File: src/bspd_pkg.sv
`default_nettype none

package bspd_pkg;

  localparam int unsigned DelayW = 31;

  typedef logic [1:0]        op_t;
  typedef logic [7:0]        char_t;
  typedef logic [DelayW-1:0] delay_t;
  typedef logic [2:0]        phase_t;
  typedef logic [1:0]        opr_t;

  localparam op_t OP_CHAR  = 2'd0;
  localparam op_t OP_RETRY = 2'd1;
  localparam op_t OP_CLEAR = 2'd2;

  localparam logic KIND_VERDICT = 1'b0;
  localparam logic KIND_DELAY   = 1'b1;

  localparam phase_t PH_START  = 3'd0;
  localparam phase_t PH_STEP   = 3'd1;
  localparam phase_t PH_LIMIT  = 3'd2;
  localparam phase_t PH_TAIL   = 3'd3;
  localparam phase_t PH_REJECT = 3'd4;

  localparam opr_t OPR_NONE = 2'd0;
  localparam opr_t OPR_ADD  = 2'd1;
  localparam opr_t OPR_MUL  = 2'd2;

  localparam char_t CH_TERM  = 8'h00;
  localparam char_t CH_PLUS  = 8'h2B;
  localparam char_t CH_STAR  = 8'h2A;
  localparam char_t CH_LESS  = 8'h3C;
  localparam char_t CH_ZERO  = 8'h30;
  localparam char_t CH_NINE  = 8'h39;

  localparam delay_t SAT_MAX       = {DelayW{1'b1}};
  localparam delay_t DEFAULT_LIMIT = 31'd86400;

endpackage

`default_nettype wire

File: src/bspd_in_if.sv
`default_nettype none

interface bspd_in_if import bspd_pkg::*;
();
  logic  valid;
  logic  ready;
  op_t   op;
  char_t char_code;

  modport source (output valid, output op, output char_code, input ready);
  modport sink   (input valid, input op, input char_code, output ready);
endinterface

`default_nettype wire

File: src/bspd_out_if.sv
`default_nettype none

interface bspd_out_if import bspd_pkg::*;
();
  logic   valid;
  logic   ready;
  logic   kind;
  logic   parse_ok;
  delay_t delay_value;

  modport source (output valid, output kind, output parse_ok, output delay_value,
                  input ready);
  modport sink   (input valid, input kind, input parse_ok, input delay_value,
                  output ready);
endinterface

`default_nettype wire

File: src/backoff_spec_parser_delay_core.sv
`default_nettype none

// Channel   Direction  Payload                          Transfers
// in_i      sink       op[1:0], char_code[7:0]          0 or 1 per cycle
// out_o     source     kind, parse_ok, delay_value[30:0] 0 or 1 per cycle
//
// One item per cycle is sustained while the output is not stalled; an item is held
// in the input register and its result is then registered in the output register.
// The longest path is the 31 x 31 retry multiply followed by saturate and clamp.
// Reset returns the parser, the held spec and the current delay to their
// defaults. A stalled output holds its result while an item still waits in
// the input register; characters that give no result drain regardless.

module backoff_spec_parser_delay_core import bspd_pkg::*; (
  input  wire logic   clk_i,
  input  wire logic   rst_ni,
  bspd_in_if.sink     in_i,
  bspd_out_if.source  out_o
);

  logic   s1_valid_q;
  op_t    s1_op_q;
  char_t  s1_char_q;

  phase_t phase_q, phase_d;
  delay_t work_start_q, work_start_d;
  opr_t   work_opr_q, work_opr_d;
  delay_t work_step_q, work_step_d;
  delay_t work_limit_q, work_limit_d;
  delay_t held_start_q, held_start_d;
  opr_t   held_opr_q, held_opr_d;
  delay_t held_step_q, held_step_d;
  delay_t held_limit_q, held_limit_d;
  logic   held_valid_q, held_valid_d;
  delay_t delay_q, delay_d;

  logic   out_valid_q;
  logic   out_kind_q, out_kind_d;
  logic   out_ok_q, out_ok_d;
  delay_t out_delay_q, out_delay_d;

  logic   produces;
  logic   out_free;
  logic   s1_fire;
  logic   is_digit;
  logic [3:0] digit;
  delay_t acc_sel;
  logic [DelayW+3:0] acc_x10;
  delay_t acc_next;
  logic [DelayW:0] sum;
  logic [2*DelayW-1:0] prod;
  delay_t adv;
  delay_t clamped;
  logic   verdict_ok;

  assign produces = ((s1_op_q == OP_CHAR) && (s1_char_q == CH_TERM)) ||
                    (s1_op_q == OP_RETRY) || (s1_op_q == OP_CLEAR);
  assign out_free = !out_valid_q || out_o.ready;
  assign s1_fire  = s1_valid_q && (!produces || out_free);
  assign in_i.ready = !s1_valid_q || s1_fire;

  always_ff @(posedge clk_i or negedge rst_ni) begin
    if (!rst_ni) begin
      s1_valid_q <= 1'b0;
    end else if (in_i.ready) begin
      s1_valid_q <= in_i.valid;
    end
  end

  always_ff @(posedge clk_i) begin
    if (in_i.ready && in_i.valid) begin
      s1_op_q   <= in_i.op;
      s1_char_q <= in_i.char_code;
    end
  end

  assign is_digit = (s1_char_q >= CH_ZERO) && (s1_char_q <= CH_NINE);
  assign digit    = 4'(s1_char_q - CH_ZERO);

  always_comb begin
    case (phase_q)
      PH_START: acc_sel = work_start_q;
      PH_STEP:  acc_sel = work_step_q;
      default:  acc_sel = work_limit_q;
    endcase
  end

  assign acc_x10  = ({4'd0, acc_sel} << 3) + ({4'd0, acc_sel} << 1) +
                    {{DelayW{1'b0}}, digit};
  assign acc_next = (|acc_x10[DelayW+3:DelayW]) ? SAT_MAX : acc_x10[DelayW-1:0];

  assign sum  = {1'b0, delay_q} + {1'b0, held_step_q};
  assign prod = {{DelayW{1'b0}}, delay_q} * {{DelayW{1'b0}}, held_step_q};

  always_comb begin
    if (delay_q == '0) begin
      adv = held_start_q;
    end else begin
      case (held_opr_q)
        OPR_ADD: adv = sum[DelayW] ? SAT_MAX : sum[DelayW-1:0];
        OPR_MUL: adv = (|prod[2*DelayW-1:DelayW]) ? SAT_MAX : prod[DelayW-1:0];
        default: adv = delay_q;
      endcase
    end
  end

  assign clamped = (adv > held_limit_q) ? held_limit_q : adv;

  always_comb begin
    case (phase_q)
      PH_START, PH_STEP: verdict_ok = 1'b1;
      PH_LIMIT, PH_TAIL: verdict_ok = (work_limit_q != '0);
      default:           verdict_ok = 1'b0;
    endcase
  end

  always_comb begin
    phase_d      = phase_q;
    work_start_d = work_start_q;
    work_opr_d   = work_opr_q;
    work_step_d  = work_step_q;
    work_limit_d = work_limit_q;
    held_start_d = held_start_q;
    held_opr_d   = held_opr_q;
    held_step_d  = held_step_q;
    held_limit_d = held_limit_q;
    held_valid_d = held_valid_q;
    delay_d      = delay_q;
    out_kind_d   = KIND_DELAY;
    out_ok_d     = held_valid_q;
    out_delay_d  = delay_q;

    if (s1_fire) begin
      case (s1_op_q)
        OP_CHAR: begin
          if (s1_char_q == CH_TERM) begin
            held_start_d = work_start_q;
            held_opr_d   = work_opr_q;
            held_step_d  = work_step_q;
            held_limit_d = work_limit_q;
            held_valid_d = verdict_ok;
            phase_d      = PH_START;
            work_start_d = '0;
            work_opr_d   = OPR_NONE;
            work_step_d  = '0;
            work_limit_d = DEFAULT_LIMIT;
            out_kind_d   = KIND_VERDICT;
            out_ok_d     = verdict_ok;
            out_delay_d  = delay_q;
          end else begin
            case (phase_q)
              PH_START: begin
                if (is_digit) begin
                  work_start_d = acc_next;
                end else if (s1_char_q == CH_PLUS) begin
                  work_opr_d = OPR_ADD;
                  phase_d    = PH_STEP;
                end else if (s1_char_q == CH_STAR) begin
                  work_opr_d = OPR_MUL;
                  phase_d    = PH_STEP;
                end else begin
                  phase_d = PH_REJECT;
                end
              end
              PH_STEP: begin
                if (is_digit) begin
                  work_step_d = acc_next;
                end else if (s1_char_q == CH_LESS) begin
                  work_limit_d = '0;
                  phase_d      = PH_LIMIT;
                end else begin
                  phase_d = PH_REJECT;
                end
              end
              PH_LIMIT: begin
                if (is_digit) begin
                  work_limit_d = acc_next;
                end else begin
                  phase_d = PH_TAIL;
                end
              end
              PH_TAIL: begin
                phase_d = PH_TAIL;
              end
              default: begin
                phase_d = PH_REJECT;
              end
            endcase
          end
        end
        OP_RETRY: begin
          delay_d     = held_valid_q ? clamped : '0;
          out_delay_d = delay_d;
        end
        OP_CLEAR: begin
          delay_d     = '0;
          out_delay_d = '0;
        end
        default: begin
          delay_d = delay_q;
        end
      endcase
    end
  end

  always_ff @(posedge clk_i or negedge rst_ni) begin
    if (!rst_ni) begin
      phase_q      <= PH_START;
      work_start_q <= '0;
      work_opr_q   <= OPR_NONE;
      work_step_q  <= '0;
      work_limit_q <= DEFAULT_LIMIT;
      held_start_q <= '0;
      held_opr_q   <= OPR_NONE;
      held_step_q  <= '0;
      held_limit_q <= DEFAULT_LIMIT;
      held_valid_q <= 1'b0;
      delay_q      <= '0;
      out_valid_q  <= 1'b0;
    end else begin
      phase_q      <= phase_d;
      work_start_q <= work_start_d;
      work_opr_q   <= work_opr_d;
      work_step_q  <= work_step_d;
      work_limit_q <= work_limit_d;
      held_start_q <= held_start_d;
      held_opr_q   <= held_opr_d;
      held_step_q  <= held_step_d;
      held_limit_q <= held_limit_d;
      held_valid_q <= held_valid_d;
      delay_q      <= delay_d;
      if (s1_fire && produces) begin
        out_valid_q <= 1'b1;
      end else if (out_o.ready) begin
        out_valid_q <= 1'b0;
      end
    end
  end

  always_ff @(posedge clk_i) begin
    if (s1_fire && produces) begin
      out_kind_q  <= out_kind_d;
      out_ok_q    <= out_ok_d;
      out_delay_q <= out_delay_d;
    end
  end

  assign out_o.valid       = out_valid_q;
  assign out_o.kind        = out_kind_q;
  assign out_o.parse_ok    = out_ok_q;
  assign out_o.delay_value = out_delay_q;

  // A retry under a valid spec never leaves the delay above the held limit.
  a_retry_clamped: assert property (@(posedge clk_i) disable iff (!rst_ni)
    (s1_fire && (s1_op_q == OP_RETRY) && held_valid_q) |=> (delay_q <= held_limit_q))
    else $error("delay exceeds limit after retry");

  // A retry under an invalid spec, or a clear, leaves the delay at zero.
  a_delay_zeroed: assert property (@(posedge clk_i) disable iff (!rst_ni)
    (s1_fire && ((s1_op_q == OP_CLEAR) || ((s1_op_q == OP_RETRY) && !held_valid_q)))
    |=> (delay_q == '0))
    else $error("delay not zeroed");

  // The parser never leaves its five phases.
  a_phase_range: assert property (@(posedge clk_i) disable iff (!rst_ni)
    (phase_q <= PH_REJECT))
    else $error("parser phase out of range");

  // A result transfer that the sink stalls keeps its payload.
  a_out_hold: assert property (@(posedge clk_i) disable iff (!rst_ni)
    (out_valid_q && !out_o.ready) |=> (out_valid_q && $stable(out_delay_q)))
    else $error("stalled result changed");

endmodule

`default_nettype wire
File: src/flat_wrapper.sv
// flat-port wrapper written by rule: the top's interface ports become plain ports
module backoff_spec_parser_delay_core_flat import bspd_pkg::*;
  (clk_i, rst_ni, in_i_valid, in_i_op, in_i_char_code, in_i_ready, out_o_valid, out_o_kind, out_o_parse_ok, out_o_delay_value, out_o_ready);
  bspd_in_if in_i_i ();
  bspd_out_if out_o_i ();
  input  wire logic clk_i;
  input  wire logic rst_ni;
  input wire logic [$bits(in_i_i.valid)-1:0] in_i_valid;
  input wire logic [$bits(in_i_i.op)-1:0] in_i_op;
  input wire logic [$bits(in_i_i.char_code)-1:0] in_i_char_code;
  output wire logic [$bits(in_i_i.ready)-1:0] in_i_ready;
  output wire logic [$bits(out_o_i.valid)-1:0] out_o_valid;
  output wire logic [$bits(out_o_i.kind)-1:0] out_o_kind;
  output wire logic [$bits(out_o_i.parse_ok)-1:0] out_o_parse_ok;
  output wire logic [$bits(out_o_i.delay_value)-1:0] out_o_delay_value;
  input wire logic [$bits(out_o_i.ready)-1:0] out_o_ready;
  assign in_i_i.valid = in_i_valid;
  assign in_i_i.op = in_i_op;
  assign in_i_i.char_code = in_i_char_code;
  assign in_i_ready = in_i_i.ready;
  assign out_o_valid = out_o_i.valid;
  assign out_o_kind = out_o_i.kind;
  assign out_o_parse_ok = out_o_i.parse_ok;
  assign out_o_delay_value = out_o_i.delay_value;
  assign out_o_i.ready = out_o_ready;
  backoff_spec_parser_delay_core u_core (.clk_i(clk_i), .rst_ni(rst_ni), .in_i(in_i_i), .out_o(out_o_i));
endmodule
File: config.mk
export PLATFORM = sky130hd
export DESIGN_NAME = backoff_spec_parser_delay_core_flat
export DESIGN_NICKNAME = d
export VERILOG_FILES = /design/src/bspd_pkg.sv /design/src/bspd_in_if.sv /design/src/bspd_out_if.sv /design/src/backoff_spec_parser_delay_core.sv /design/src/flat_wrapper.sv
export SDC_FILE = /design/constraint.sdc
export NUM_CORES = 2
export LEC_CHECK = 0
export ABC_CLOCK_PERIOD_IN_PS = 14000
export BUFFER_PORTS_ARGS = -buffer_cell sky130_fd_sc_hd__buf_2
export CAP_MARGIN = 20
export CORE_MARGIN = 1.5
export CORE_UTILIZATION = 55
export CTS_BUF_LIST = sky130_fd_sc_hd__clkbuf_16
export DETAILED_ROUTE_END_ITERATION = 12
export GPL_TIMING_DRIVEN = 0
export PLACE_DENSITY = 0.81
export SLEW_MARGIN = 0
export SYNTH_ARGS = -nofsm -noshare
export SYNTH_HDL_FRONTEND = slang
export SYNTH_SLANG_ARGS = --single-unit
File: constraint.sdc
create_clock -name clk_i -period 14 [get_ports clk_i]
set_input_delay 0.7 -clock clk_i [delete_from_list [all_inputs] [get_ports clk_i]]
set_output_delay 0.7 -clock clk_i [all_outputs]
set_load 0.05 [all_outputs]
==> reports/qor.txt <==
Final setup violation count: 0
Post-detailed-route count of antenna-violating nets: 0
Most common cell type on the critical path: fa_1
Syn Area/Cell: 9.30 um2
Final #Nets: 6413
Layout area overhead: 6.27%
Synth Cell Area: 47300 um2
Area taken by multi-input logic gates: 36400 um2
Storage cell area: 6990 um2
Setup tns final: 0 ps
Critical path peak fanout: 10
Ports: 49
Hold_buf cts: 0
CP delay by family, top: adder cells
Fin crit share: 99.3%
WHS: 123 ps
DRT Pass-1 Iters: 7
Worst-Margin Slew: 1150 ps
Fillers: 7462
Placer Congestion: 1.06
Worst slew margin: 23.4%
Worst IR drop on VDD: 95.8 uV
Global-route wire length before repair: 258000 um
DRC viols: 0
FMAX: 72.0 MHz
P_leak: 22.9 nW
Sequential-to-total area share from yosys stat: 14.8%
Worst Setup Path Type: reg -> reg
Max-slew violation count: 0
Clock period minus worst slack: 13900 ps
Worst R2R Path Depth: 41
Die Y: 296 um
Final Hold Viols: 0
Synth unique cells: 73
Die X: 296 um
Most common cell after layout, fill and taps aside: fa_1
Share of cells above drive strength 1: 6.79%
CTS Sinks: 270
Biggest cell delay along the critical path: 910 ps
Syn Nets: 6324
Core box area: 85100 um2
Total chip power: 1.56 mW
Most used DFF post-synth: dfrtp_1
CP startpoint kind: register
Total GRT Usage: 40.5%
Final wirelength: 174000 um
Post-Synthesis Cells: 5086
EDFF count, synth: 43
Final instance area: 50200 um2
Clock Latency Late Sink: 540 ps
Drt first-iter violations: 4383
Slowest stage cell, crit path: o41ai_1
Total CTS buffers: 26
Placed Area: 49100 um2
Detailed-route wire length per cell: 27.5 um
Clock tree from TritonCTS: yes
H-tree depth: 1
Initial Util: 55.5%
Worst Path Required: 14200 ps
Number of synthesized register bits: 270
Vias after detailed routing: 38800
Buf/Inv on CP: 7
Root Buffer: clkbuf_16
Initial antenna violation count: 14
Max-Cap Viols: 0
Vias in the first global route: 39700
Unrepaired setup endpoints after global routing: false
Crit. End Element: register
Via/cell ratio: 6.11
GRT Residual Overflow: 0
Post-synth ARST share: 84.1%
Run status: complete, no violations
Row count: 107
I/O Buffers: 48
Clk slew on worst S/H paths: 70 ps
Synth warn: 0
Setup Skew: 16.5 ps
Largest net degree at the start of global routing: 79
Most frequent cells in the layout: 839 x fa_1, 767 x inv_1, 662 x nand2_1, 545 x and2_1, 384 x ha_1
CTS Buffer Depth: 3
Hold Path Class: in -> async
Hpwl dp: 145000 um
Die area: 87700 um2
Worst path depth: 41
Pwr Density: 31.0 nW/um2
Crit path arrival time: 14100 ps
-- path summary, 6_finish.rpt --
| path | startpoint | to | slack, ps |
|---|---|---|---|
| setup / recovery | u_core.held_step_q[11] | u_core.out_o.delay_value[30] | 100 |
| hold reg to reg | u_core.work_step_q[22] | u_core.work_step_q[22] | 500 |
| setup reg to reg | u_core.held_step_q[11] | u_core.out_o.delay_value[30] | 100 |
| hold / removal | rst_ni | u_core.work_start_q[1] | 120 |
| min in group clk_i | in_i_char_code[3] | u_core.s1_char_q[3] | 330 |
| max in group asynchronous | rst_ni | u_core.held_step_q[27] | 13080 |
-- worst register-to-register path: cells and delay by family (launching register included) --
kind	cells	cell delay [ps]
simple gates	9	2430
xor+xnor	1	120
flops	1	540
fa+ha+maj	10	4730
buf+inv	7	1810
compound gates	14	3920
-- cell usage after synthesis (7+ instances only) --
master	number	area [um2]
a211o_1	9	78.8
a211oi_1	27	203
a21o_1	62	465
a21oi_1	205	1030
a221o_1	38	380
a22o_1	21	184
a31oi_1	13	81.3
and2_1	545	3410
and3_1	15	93.8
clkbuf_1	290	1090
dfrtp_1	217	5430
dfstp_2	10	263
edfxtp_1	43	1290
fa_1	839	16800
ha_1	385	4820
inv_1	764	2870
mux2_2	95	1070
mux2i_1	34	340
nand2_1	662	2480
nand2b_1	32	200
nand3_1	26	130
nand4_1	43	269
nor2_1	134	503
nor2b_1	15	93.8
nor3_1	28	140
nor4_1	24	150
o211ai_1	21	158
o21a_1	15	113
o21ai_0	240	1200
o21bai_1	10	75.1
o31ai_1	10	75.1
or2_2	10	62.6
or3_1	7	43.8
xnor2_1	59	517
xor2_1	39	342
-- cells by family after synthesis --
group	Yosys count	synth area share, %
simple gates	1558	16.4
fa+ha+maj	1224	45.7
xor+xnor	99	1.86
buf+inv	1062	8.44
compound gates	744	9.87
mux	129	2.98
flops	270	14.8
-- sequential cells by signal, indices dropped and copies added, names as in the netlist --
register	flops
u_core.held_step_q	31
u_core.held_limit_q	31
u_core.out_o.parse_ok	1
u_core.s1_char_q	8
u_core.work_start_q	31
u_core.work_limit_q	31
u_core.held_valid_q	1
u_core.out_o.valid	1
u_core.work_step_q	31
u_core.held_start_q	31
u_core.out_o.delay_value	31
u_core.s1_valid_q	1
u_core.delay_q	31
u_core.s1_op_q	2
u_core.held_opr_q	2
u_core.work_opr_q	2
u_core.phase_q	3
u_core.out_o.kind	1
-- area by class of cell --
type / instances / area share, %
sequential: 270 / 13.9
buffer: 296 / 2.54
tap: 1144 / 2.85
inverter: 765 / 5.72
clock inverter: 21 / 0.259
multi-input combinational: 3754 / 72.4
antenna: 4 / 0.0199
clock buffer: 27 / 1.34
timing repair buffer: 62 / 0.961
-- report_power, final --
part           leakage (nW)  total, mW  switching, mW  internal (mW)
Combinational          19.0     0.0661         0.0520         0.0141
Clock                 0.416      0.679          0.310          0.369
Sequential             3.53      0.812        0.00578          0.806
Total                  22.9       1.56          0.368           1.19
-- timing repair --
item / 4_1_cts / 5_1_grt
setup endpoints to repair: 62 / 62
resized for setup: 33 / 215
pin swaps: 1 / 1
buffers inserted: 2 / 2
-- per-layer routing --
metal | GRT usage (%) | up-vias | wire (um) | part of all wire [%]
li1 | - | 16400 | - | -
met1 | 54.2 | 19700 | 67900 | 39
met2 | 62.7 | 2310 | 77600 | 45
met3 | 8.27 | 447 | 18000 | 10
met4 | 20.3 | 4 | 10700 | 6.1
met5 | 0 | - | 27 | 0.015
-- per-stage QoR --
step,util [%],cells,setup WS [ps]
floorplan,-,5086,3150
global placement,57.5,6278,-2150
detailed placement,57.7,6285,-1300
CTS,58.7,6335,0.965
global route,59.0,6339,21.6
finish,59.0,6343,103
(Power assumes the default switching activity.)
